--- src/rtl/core/wtrc_pkg.sv ---
// Shared types, widths and reset constants of the weighted thermostat relay control.
package wtrc_pkg;

  // Field widths.
  localparam int TIME_W  = 32;
  localparam int TEMP_W  = 12;
  localparam int THR_W   = 8;
  localparam int SEC_W   = 16;
  localparam int WGT_W   = 64;
  localparam int BYTE_W  = 8;
  localparam int CNT_W   = 4;
  localparam int TEMPS   = 8;
  localparam int CFG_IDX_W = 3;
  localparam int CFG_DAT_W = 64;

  // Internal datapath widths: weighted sums and their magnitudes.
  localparam int ACC_W   = 25;
  localparam int WSUM_W  = 12;
  localparam int MAG_W   = ACC_W - 1;
  localparam int REM_W   = WSUM_W + 1;
  localparam int DIV_CNT_W = 5;

  // Register reset values.
  localparam logic signed [THR_W-1:0] LOW_THR_RST  = 8'sd3;
  localparam logic signed [THR_W-1:0] HIGH_THR_RST = 8'sd10;
  localparam logic [SEC_W-1:0]        MIN_ON_RST   = 16'd10;
  localparam logic [SEC_W-1:0]        MIN_OFF_RST  = 16'd10;
  localparam logic [WGT_W-1:0]        WEIGHTS_RST  = 64'h0C0C_0C0C_0C0C_0C0C;
  localparam logic [CNT_W-1:0]        COUNT_RST    = 4'd8;

  // Average reported when all weights are zero (-127 degrees).
  localparam logic signed [TEMP_W-1:0] NO_WEIGHT_AVG = -12'sd2032;

  // Configuration register indexes.
  typedef enum logic [CFG_IDX_W-1:0] {
    REG_LOW_THR   = 3'd0,
    REG_HIGH_THR  = 3'd1,
    REG_MIN_ON    = 3'd2,
    REG_MIN_OFF   = 3'd3,
    REG_WEIGHTS   = 3'd4,
    REG_COUNT     = 3'd5
  } cfg_reg_e;

  // Relay action codes.
  typedef enum logic [1:0] {
    ACT_NONE = 2'd0,
    ACT_OFF  = 2'd1,
    ACT_ON   = 2'd2
  } action_e;

  // Sequencer states.
  typedef enum logic [2:0] {
    S_IDLE,
    S_MAC,
    S_PREP,
    S_DIV,
    S_DECIDE
  } state_e;

endpackage

--- src/rtl/core/weighted_thermostat_relay_control.sv ---
// Weighted-average thermostat with hysteresis, dwell times and bit-serial arithmetic.
//
// Channel   Direction  Handshake                 Payload
// in        sink       in_valid_i / in_stall_o   now_seconds_i, temp_0_i .. temp_7_i
// out       source     out_valid_o / out_stall_i relay_state_o, action_o, average_temp_o,
//                                                sensor_fault_o
// cfg       sink       cfg_valid_i / cfg_ready_o cfg_index_i, cfg_data_i
//
// A scan runs from acceptance to the result register through the sequencer states: a
// weight-bit-serial multiply and accumulate over the eight weight bits of each of the n
// clamped sensors, flag forming, restoring division, and a decision state that waits
// for the output register to be free. The next scan is taken once the sequencer is back in
// idle, even while the previous result still waits in the output register. Reset clears
// the relay, the dwell time stamp and the registers to their defaults.
module weighted_thermostat_relay_control #(
  parameter int SENSORS = 8
) (
  input  logic                                   clk_i,
  input  logic                                   rst_ni,
  // Scan requests.
  input  logic                                   in_valid_i,
  output logic                                   in_stall_o,
  input  logic [wtrc_pkg::TIME_W-1:0]            now_seconds_i,
  input  logic signed [wtrc_pkg::TEMP_W-1:0]     temp_0_i,
  input  logic signed [wtrc_pkg::TEMP_W-1:0]     temp_1_i,
  input  logic signed [wtrc_pkg::TEMP_W-1:0]     temp_2_i,
  input  logic signed [wtrc_pkg::TEMP_W-1:0]     temp_3_i,
  input  logic signed [wtrc_pkg::TEMP_W-1:0]     temp_4_i,
  input  logic signed [wtrc_pkg::TEMP_W-1:0]     temp_5_i,
  input  logic signed [wtrc_pkg::TEMP_W-1:0]     temp_6_i,
  input  logic signed [wtrc_pkg::TEMP_W-1:0]     temp_7_i,
  // Results.
  output logic                                   out_valid_o,
  input  logic                                   out_stall_i,
  output logic                                   relay_state_o,
  output logic [1:0]                             action_o,
  output logic signed [wtrc_pkg::TEMP_W-1:0]     average_temp_o,
  output logic                                   sensor_fault_o,
  // Configuration writes.
  input  logic                                   cfg_valid_i,
  output logic                                   cfg_ready_o,
  input  logic [wtrc_pkg::CFG_IDX_W-1:0]         cfg_index_i,
  input  logic [wtrc_pkg::CFG_DAT_W-1:0]         cfg_data_i
);
  import wtrc_pkg::*;

  // Number of sensors that can take part at all.
  localparam int N_MAX = (SENSORS < TEMPS) ? SENSORS : TEMPS;
  localparam logic [DIV_CNT_W-1:0] DIV_LAST = DIV_CNT_W'(MAG_W - 1);

  // Configuration registers.
  logic signed [THR_W-1:0] low_thr_q, high_thr_q;
  logic [SEC_W-1:0]        min_on_q, min_off_q;
  logic [WGT_W-1:0]        weights_q;
  logic [CNT_W-1:0]        count_q;

  // Control state.
  state_e                  state_q, state_d;
  logic                    relay_on_q, relay_on_d;
  logic [TIME_W-1:0]       switched_at_q, switched_at_d;
  logic                    out_valid_q, out_valid_d;

  // Scan payload and serial datapath.
  logic [TIME_W-1:0]              now_q, now_d;
  logic signed [TEMP_W-1:0]       temp_q [TEMPS];
  logic signed [TEMP_W-1:0]       temp_d [TEMPS];
  logic [WGT_W-1:0]               wsh_q, wsh_d;
  logic signed [ACC_W-1:0]        mc_q, mc_d, hm_q, hm_d, lm_q, lm_d;
  logic signed [ACC_W-1:0]        s_acc_q, s_acc_d, h_acc_q, h_acc_d, l_acc_q, l_acc_d;
  logic [WSUM_W-1:0]              w_q, w_d;
  logic [2:0]                     sens_q, sens_d;
  logic [2:0]                     bit_q, bit_d;
  logic [MAG_W-1:0]               dvd_q, dvd_d;
  logic [REM_W-1:0]               rem_q, rem_d;
  logic [DIV_CNT_W-1:0]           div_cnt_q, div_cnt_d;
  logic                           sneg_q, sneg_d;
  logic                           wzero_q, wzero_d;
  logic                           fault_q, fault_d;
  logic                           can_on_q, can_on_d;
  logic                           ge_hi_q, ge_hi_d;
  logic                           le_lo_q, le_lo_d;

  // Result register.
  logic                           relay_out_q, relay_out_d;
  action_e                        action_q, action_d;
  logic signed [TEMP_W-1:0]       avg_q, avg_d;
  logic                           fault_out_q, fault_out_d;

  // Handshake terms.
  logic              in_take;
  logic              out_take;
  logic              out_free;
  logic [CNT_W-1:0]  n_eff;
  logic [2:0]        sens_last;

  assign in_take  = in_valid_i && !in_stall_o;
  assign out_take = out_valid_q && !out_stall_i;
  assign out_free = !out_valid_q || !out_stall_i;

  // Sensor count limited to the available inputs.
  assign n_eff     = (count_q > CNT_W'(N_MAX)) ? CNT_W'(N_MAX) : count_q;
  assign sens_last = 3'(n_eff - CNT_W'(1));

  // Configuration write decoder; the port never refuses a request.
  assign cfg_ready_o = 1'b1;

  always_ff @(posedge clk_i or negedge rst_ni) begin
    if (!rst_ni) begin
      low_thr_q  <= LOW_THR_RST;
      high_thr_q <= HIGH_THR_RST;
      min_on_q   <= MIN_ON_RST;
      min_off_q  <= MIN_OFF_RST;
      weights_q  <= WEIGHTS_RST;
      count_q    <= COUNT_RST;
    end else if (cfg_valid_i && cfg_ready_o) begin
      unique case (cfg_reg_e'(cfg_index_i))
        REG_LOW_THR:  low_thr_q  <= cfg_data_i[THR_W-1:0];
        REG_HIGH_THR: high_thr_q <= cfg_data_i[THR_W-1:0];
        REG_MIN_ON:   min_on_q   <= cfg_data_i[SEC_W-1:0];
        REG_MIN_OFF:  min_off_q  <= cfg_data_i[SEC_W-1:0];
        REG_WEIGHTS:  weights_q  <= cfg_data_i[WGT_W-1:0];
        REG_COUNT:    count_q    <= cfg_data_i[CNT_W-1:0];
        default: ;
      endcase
    end
  end

  // Sequencer next state.
  always_comb begin
    state_d = state_q;
    unique case (state_q)
      S_IDLE: begin
        if (in_take) begin
          state_d = (n_eff == '0) ? S_PREP : S_MAC;
        end
      end
      S_MAC: begin
        if (bit_q == 3'd7 && sens_q == sens_last) begin
          state_d = S_PREP;
        end
      end
      S_PREP: state_d = S_DIV;
      S_DIV: begin
        if (div_cnt_q == DIV_LAST) begin
          state_d = S_DECIDE;
        end
      end
      S_DECIDE: begin
        if (out_free) begin
          state_d = S_IDLE;
        end
      end
      default: state_d = S_IDLE;
    endcase
  end

  // Sequencer outputs.
  always_comb begin
    in_stall_o = (state_q != S_IDLE);
  end

  // Datapath: serial multiply-accumulate, flag forming, division and relay decision.
  always_comb begin
    logic [REM_W-1:0]        trial;
    logic signed [ACC_W-1:0] fsum;
    logic [ACC_W-1:0]        flim;
    logic [ACC_W-1:0]        smag;
    logic [TIME_W-1:0]       elapsed;
    logic [TEMP_W-1:0]       quot;

    now_d         = now_q;
    temp_d        = temp_q;
    wsh_d         = wsh_q;
    mc_d          = mc_q;
    hm_d          = hm_q;
    lm_d          = lm_q;
    s_acc_d       = s_acc_q;
    h_acc_d       = h_acc_q;
    l_acc_d       = l_acc_q;
    w_d           = w_q;
    sens_d        = sens_q;
    bit_d         = bit_q;
    dvd_d         = dvd_q;
    rem_d         = rem_q;
    div_cnt_d     = div_cnt_q;
    sneg_d        = sneg_q;
    wzero_d       = wzero_q;
    fault_d       = fault_q;
    can_on_d      = can_on_q;
    ge_hi_d       = ge_hi_q;
    le_lo_d       = le_lo_q;
    relay_on_d    = relay_on_q;
    switched_at_d = switched_at_q;
    relay_out_d   = relay_out_q;
    action_d      = action_q;
    avg_d         = avg_q;
    fault_out_d   = fault_out_q;
    out_valid_d   = out_take ? 1'b0 : out_valid_q;

    trial   = {rem_q[REM_W-2:0], dvd_q[MAG_W-1]};
    flim    = ACC_W'({w_q, 10'b0}) + ACC_W'({w_q, 9'b0}) + ACC_W'({w_q, 6'b0});
    fsum    = s_acc_q + $signed(flim);
    smag    = s_acc_q[ACC_W-1] ? ACC_W'(-s_acc_q) : ACC_W'(s_acc_q);
    elapsed = now_q - switched_at_q;
    quot    = dvd_q[TEMP_W-1:0];

    case (state_q)
      // Load the scan and the first sensor's operands.
      S_IDLE: begin
        if (in_take) begin
          now_d     = now_seconds_i;
          temp_d[0] = temp_0_i;
          temp_d[1] = temp_1_i;
          temp_d[2] = temp_2_i;
          temp_d[3] = temp_3_i;
          temp_d[4] = temp_4_i;
          temp_d[5] = temp_5_i;
          temp_d[6] = temp_6_i;
          temp_d[7] = temp_7_i;
          mc_d      = {{(ACC_W-TEMP_W){temp_0_i[TEMP_W-1]}}, temp_0_i};
          hm_d      = {{(ACC_W-THR_W){high_thr_q[THR_W-1]}}, high_thr_q} <<< 4;
          lm_d      = {{(ACC_W-THR_W){low_thr_q[THR_W-1]}}, low_thr_q} <<< 4;
          s_acc_d   = '0;
          h_acc_d   = '0;
          l_acc_d   = '0;
          w_d       = (n_eff == '0) ? '0 : WSUM_W'(weights_q[BYTE_W-1:0]);
          wsh_d     = weights_q;
          sens_d    = '0;
          bit_d     = '0;
        end
      end
      // One weight bit per cycle: add the shifted temperature and threshold terms.
      S_MAC: begin
        if (wsh_q[0]) begin
          s_acc_d = s_acc_q + mc_q;
          h_acc_d = h_acc_q + hm_q;
          l_acc_d = l_acc_q + lm_q;
        end
        wsh_d = wsh_q >> 1;
        bit_d = bit_q + 3'd1;
        if (bit_q == 3'd7) begin
          // Move on to the next sensor.
          sens_d = sens_q + 3'd1;
          for (int k = 0; k < TEMPS - 1; k++) begin
            temp_d[k] = temp_q[k+1];
          end
          mc_d = {{(ACC_W-TEMP_W){temp_q[1][TEMP_W-1]}}, temp_q[1]};
          hm_d = {{(ACC_W-THR_W){high_thr_q[THR_W-1]}}, high_thr_q} <<< 4;
          lm_d = {{(ACC_W-THR_W){low_thr_q[THR_W-1]}}, low_thr_q} <<< 4;
          if (sens_q != sens_last) begin
            w_d = w_q + WSUM_W'(wsh_q[BYTE_W:1]);
          end
        end else begin
          mc_d = mc_q <<< 1;
          hm_d = hm_q <<< 1;
          lm_d = lm_q <<< 1;
        end
      end
      // Decision flags compare exact products; load the divider with |S|.
      S_PREP: begin
        wzero_d   = (w_q == '0);
        fault_d   = (w_q == '0) || (fsum < 0);
        can_on_d  = (w_q != '0) && (fsum > 0);
        ge_hi_d   = (s_acc_q >= h_acc_q);
        le_lo_d   = (s_acc_q <= l_acc_q);
        sneg_d    = s_acc_q[ACC_W-1];
        dvd_d     = smag[MAG_W-1:0];
        rem_d     = '0;
        div_cnt_d = '0;
      end
      // Restoring division, one quotient bit per cycle.
      S_DIV: begin
        if (trial >= {1'b0, w_q}) begin
          rem_d = trial - {1'b0, w_q};
          dvd_d = {dvd_q[MAG_W-2:0], 1'b1};
        end else begin
          rem_d = trial;
          dvd_d = {dvd_q[MAG_W-2:0], 1'b0};
        end
        div_cnt_d = div_cnt_q + DIV_CNT_W'(1);
      end
      // Hysteresis with dwell times; a fault always commands the relay off.
      S_DECIDE: begin
        if (out_free) begin
          action_d = ACT_NONE;
          if (fault_q || (relay_on_q && ge_hi_q && !wzero_q &&
                          elapsed >= TIME_W'(min_on_q))) begin
            relay_on_d    = 1'b0;
            switched_at_d = now_q;
            action_d      = ACT_OFF;
          end else if (can_on_q && le_lo_q && !relay_on_q &&
                       elapsed >= TIME_W'(min_off_q)) begin
            relay_on_d    = 1'b1;
            switched_at_d = now_q;
            action_d      = ACT_ON;
          end
          relay_out_d = relay_on_d;
          fault_out_d = fault_q;
          if (wzero_q) begin
            avg_d = NO_WEIGHT_AVG;
          end else begin
            avg_d = sneg_q ? $signed(TEMP_W'(-quot)) : $signed(quot);
          end
          out_valid_d = 1'b1;
        end
      end
      default: ;
    endcase
  end

  // Control registers.
  always_ff @(posedge clk_i or negedge rst_ni) begin
    if (!rst_ni) begin
      state_q       <= S_IDLE;
      relay_on_q    <= 1'b0;
      switched_at_q <= '0;
      out_valid_q   <= 1'b0;
    end else begin
      state_q       <= state_d;
      relay_on_q    <= relay_on_d;
      switched_at_q <= switched_at_d;
      out_valid_q   <= out_valid_d;
    end
  end

  // Payload registers.
  always_ff @(posedge clk_i) begin
    now_q       <= now_d;
    temp_q      <= temp_d;
    wsh_q       <= wsh_d;
    mc_q        <= mc_d;
    hm_q        <= hm_d;
    lm_q        <= lm_d;
    s_acc_q     <= s_acc_d;
    h_acc_q     <= h_acc_d;
    l_acc_q     <= l_acc_d;
    w_q         <= w_d;
    sens_q      <= sens_d;
    bit_q       <= bit_d;
    dvd_q       <= dvd_d;
    rem_q       <= rem_d;
    div_cnt_q   <= div_cnt_d;
    sneg_q      <= sneg_d;
    wzero_q     <= wzero_d;
    fault_q     <= fault_d;
    can_on_q    <= can_on_d;
    ge_hi_q     <= ge_hi_d;
    le_lo_q     <= le_lo_d;
    relay_out_q <= relay_out_d;
    action_q    <= action_d;
    avg_q       <= avg_d;
    fault_out_q <= fault_out_d;
  end

  // Result ports.
  assign out_valid_o    = out_valid_q;
  assign relay_state_o  = relay_out_q;
  assign action_o       = action_q;
  assign average_temp_o = avg_q;
  assign sensor_fault_o = fault_out_q;

  // A faulty scan never leaves the relay on.
  a_fault_relay_off: assert property (@(posedge clk_i) disable iff (!rst_ni)
    out_valid_o && sensor_fault_o |-> !relay_state_o)
    else $error("relay reported on with a sensor fault");

  // The reported action agrees with the reported relay drive.
  a_action_match: assert property (@(posedge clk_i) disable iff (!rst_ni)
    out_valid_o && (action_o == ACT_ON || action_o == ACT_OFF) |->
      (relay_state_o == (action_o == ACT_ON)))
    else $error("action disagrees with relay state");

  // An accepted scan starts the arithmetic right away.
  a_accept_starts: assert property (@(posedge clk_i) disable iff (!rst_ni)
    in_valid_i && !in_stall_o |=> (state_q == S_MAC || state_q == S_PREP))
    else $error("accepted scan did not start");

endmodule

--- config.mk ---
export PLATFORM = sky130hd
export DESIGN_NAME = weighted_thermostat_relay_control
export DESIGN_NICKNAME = d
export VERILOG_FILES = /design/src/rtl/core/wtrc_pkg.sv /design/src/rtl/core/weighted_thermostat_relay_control.sv
export SDC_FILE = /design/constraint.sdc
export NUM_CORES = 1
export LEC_CHECK = 0
export BUFFER_PORTS_ARGS = -buffer_cell sky130_fd_sc_hd__buf_4
export CAP_MARGIN = 10
export CORE_MARGIN = 2
export CORE_UTILIZATION = 29
export CTS_CLUSTER_DIAMETER = 30
export CTS_CLUSTER_SIZE = 20
export DETAILED_ROUTE_END_ITERATION = 8
export PLACE_DENSITY_LB_ADDON = 0.12
export SLEW_MARGIN = 15
export SYNTH_ARGS = -nofsm -noshare
export SYNTH_HDL_FRONTEND = slang
export SYNTH_SLANG_ARGS = --single-unit
--- constraint.sdc ---
create_clock -name clk_i -period 4.9 [get_ports clk_i]
set_input_delay 0.49 -clock clk_i [delete_from_list [all_inputs] [get_ports clk_i]]
set_output_delay 0.49 -clock clk_i [all_outputs]
set_load 0.05 [all_outputs]
==> impl_metrics.toml <==
[outcome]
status = "finished, violations left"
violations = "setup timing"

[sta]
worst_pin_slew_ns = 1.07
relSlewSlack_pct = 28.3
drv_slew = 0
worst_clock_skew_ns = 0.0357
final_hold_viol_count = 0
timing.fmax_ghz = 0.202
rsz0062_at_grt = "true"
setup_viol = 1
fin_crit_sh_pct = 101
setup_ws_ns = -0.0569
post-route-min-period_ns = 4.96

[worst_setup_path]
cp_num_buf_inv = 3
path_class = "register to register"
max_stage_delay_ns = 0.59
r2r_end = "can_on_q"
cpMostUsedCell = "a21o_1"
crit_family = "compound AO/OA/AOI/OAI gates"
r2r_cells = 25
r2r_slack_ns = -0.06
start_kind = "register"
critPathSlowestCell = "fa_1"
arrival_ns = 5.39
r2r-start = "w_q[1]"
crit_required_ns = 5.33
worst_setup_path_end_kind = "register"
critPathMaxFanout = 4

[pwr]
power_density_mw_per_mm2 = 830
leakagePower_uw = 0.0175
ir_drop_mv = 0.514
power_uw = 34100

[synthesis]
ys_async_sr_fraction_pct = 27.9
synth_top_cell_by_area = "edfxtp_1"
synth_warnings = 0
netlist_area_mm2 = 0.0308
synth_top_area_share_pct = 38.5
synth-seq-cells = 548
yosys.cell_types.count = 83
ys.flop_type = "edfxtp_1"
synth_area_leaders = "edfxtp_1 (38%), dfrtp_1 (10%), ha_1 (9.5%)"
avgSynthCellArea_um2 = 11.1
synth_edf_count = 395
syn_nets = 3235
netlist_instances = 2784
synth_seq_area_share_pct = 51.0

[route]
drtIter0Drc = 1343
vias_per_cell = 4.74
first_pass_iters = 5
wl_um = 84700
wl_per_cell_um = 17.7
drtAntennaViolNets = 0
dr_total_vias = 22653
drc = 0

[worst_hold_path]
holdPathEnd = "mc_q[1]"
holdPathStages = 3
min_from = "temp_0_i[1]"
hold_class = "input port to register"

[cts]
clockBufferDepth = 3
cts_max_level = 4
path_clk_slew_ns = 0.04
numCtsBuffers = 155
cts_tree = "yes"
ctsRootBufferMaster = "clkbuf_16"
clk_latency_ns = 0.73
cts_num_sinks = 548

[place]
pre_cts_ws_ns = -0.284
io_buffer_count = 217
hpwlAfterDp_um = 60800
routabilityCongestion = 0.872

[flow_run]
cap_violations = 0

[floorplan]
die_area_mm2 = 0.109
io-pin-count = 219
num_rows = 119
design.core.area_mm2 = 0.105
die_w_um = 330
start_util_pct = 29.3
die_h_um = 330

[grt]
grt_busiest_layer = "met2"
grtUsageMet2_pct = 23.8
grt_pass1_vias = 23570
gr-total-overflow = 0
grt_pass1_wl_um = 132000
use_met1_pct = 20.8
grt_max_degree = 126
grt_util_all_layers_pct = 15.6
antenna_found_initial = 17
use_met3_pct = 5.16

[finish]
num-nets-final = 3712
most-common-layout-cells = "edfxtp_1 (395), nand2_1 (386), buf_4 (294), ha_1 (232), nor2_1 (199)"
layout-drive-gt1-share_pct = 22.3
final_common_cell = "edfxtp_1"
area_growth_pct = 33.3
## worst max path at each step
stage,slack (ns),cells after the start,endpoint,start
floorplan,0.06,24,can_on_q,w_q[1]
detailed placement,-0.28,24,can_on_q,w_q[1]
finish,-0.06,25,can_on_q,w_q[1]
global placement,-0.18,24,can_on_q,w_q[1]
global route,-0.32,25,can_on_q,w_q[1]
CTS,-0.02,21,can_on_q,w_q[1]
## tightest hold or removal path, cell delays in order
cell     delay (ns)
buf_4          0.08
nand2_1        0.04
o21ai_0        0.06
## state kept, by name, indices dropped and copies added (netlist names), 4 cells and up
name            cells
now_q              32
switched_at_q      32
lm_q               21
mc_q               25
wsh_q              64
average_temp_o     12
dvd_q              24
temp_q             84
hm_q               21
rem_q              12
high_thr_q          8
min_on_q           16
low_thr_q           8
w_q                12
l_acc_q            21
s_acc_q            25
h_acc_q            21
count_q             4
weights_q          64
div_cnt_q           5
min_off_q          16
## cells in the mapped netlist (all sizes together) (20+ instances only)
cell,instances
dfstp,25
ha,235
o21a,20
a22o,74
or3,21
nand3,34
xor2,72
mux2i,23
nor2,202
nor3,35
o21ai,112
dfrtp,128
clkbuf,77
xnor2,74
nand2,391
a21oi,133
nand2b,32
edfxtp,395
inv,178
nor2b,32
mux2,146
a21o,65
## cell families (layout without fill, tap and decap cells)
logic type / after synthesis / after routing / synth area share, %
AND/OR/NAND/NOR: 846 / 846 / 12.3
AO/OA/AOI/OAI: 550 / 550 / 12.0
flip-flops: 548 / 548 / 51.0
buffers and inverters: 273 / 880 / 3.41
adder cells (fa/ha/maj): 251 / 251 / 10.6
multiplexers: 169 / 169 / 6.45
XOR/XNOR: 146 / 146 / 4.15
other: 1 / 3 / 0.0122
## power breakdown
group | leakage, uW | internal, uW | switching, uW | total [uW]
registers | 0.00576 | 7640 | 1060 | 8700
clock network | 0.00256 | 6950 | 3060 | 10000
logic | 0.00923 | 6840 | 8530 | 15400
## metrics by stage
step,instance area [um2],instances,utilization (%),hold WS [ns],TNS (ns)
finish,41100,4784,39.0,0.0553,-0.0569
global route,41100,4784,39.0,0.0192,-0.369
global placement,34400,4356,32.6,0.390,-0.185
CTS,41000,4780,39.0,0.000495,-0.0223
floorplan,30800,2784,-,0.194,0
detailed placement,34400,4356,32.6,0.391,-0.284
## repair_timing
action / 4_1_cts / 5_1_grt
setup buffers: 22 / 2
endpoints found under the hold margin: 154 / 0
resized for setup: 19 / 8
pin swaps: 31 / 9
setup endpoints to repair: 1 / 2
hold buffers: 115 / 0
## layer usage
layer	up-vias	wire [um]
met4	30	1620
met5	-	195
met2	534	37200
met1	10852	39900
li1	11082	-
met3	155	5830
## cell type report
type,count,area (um2)
flip-flops and latches,548,15700
well taps,1391,1740
clock buffers,201,4180
diodes,2,5.00
multi-input cells,1963,14200
repair buffers,415,3470
fillers,10198,64200
clock inverters,86,1100
inverters,178,671
No activity file was read; power rests on OpenSTA's default activity.
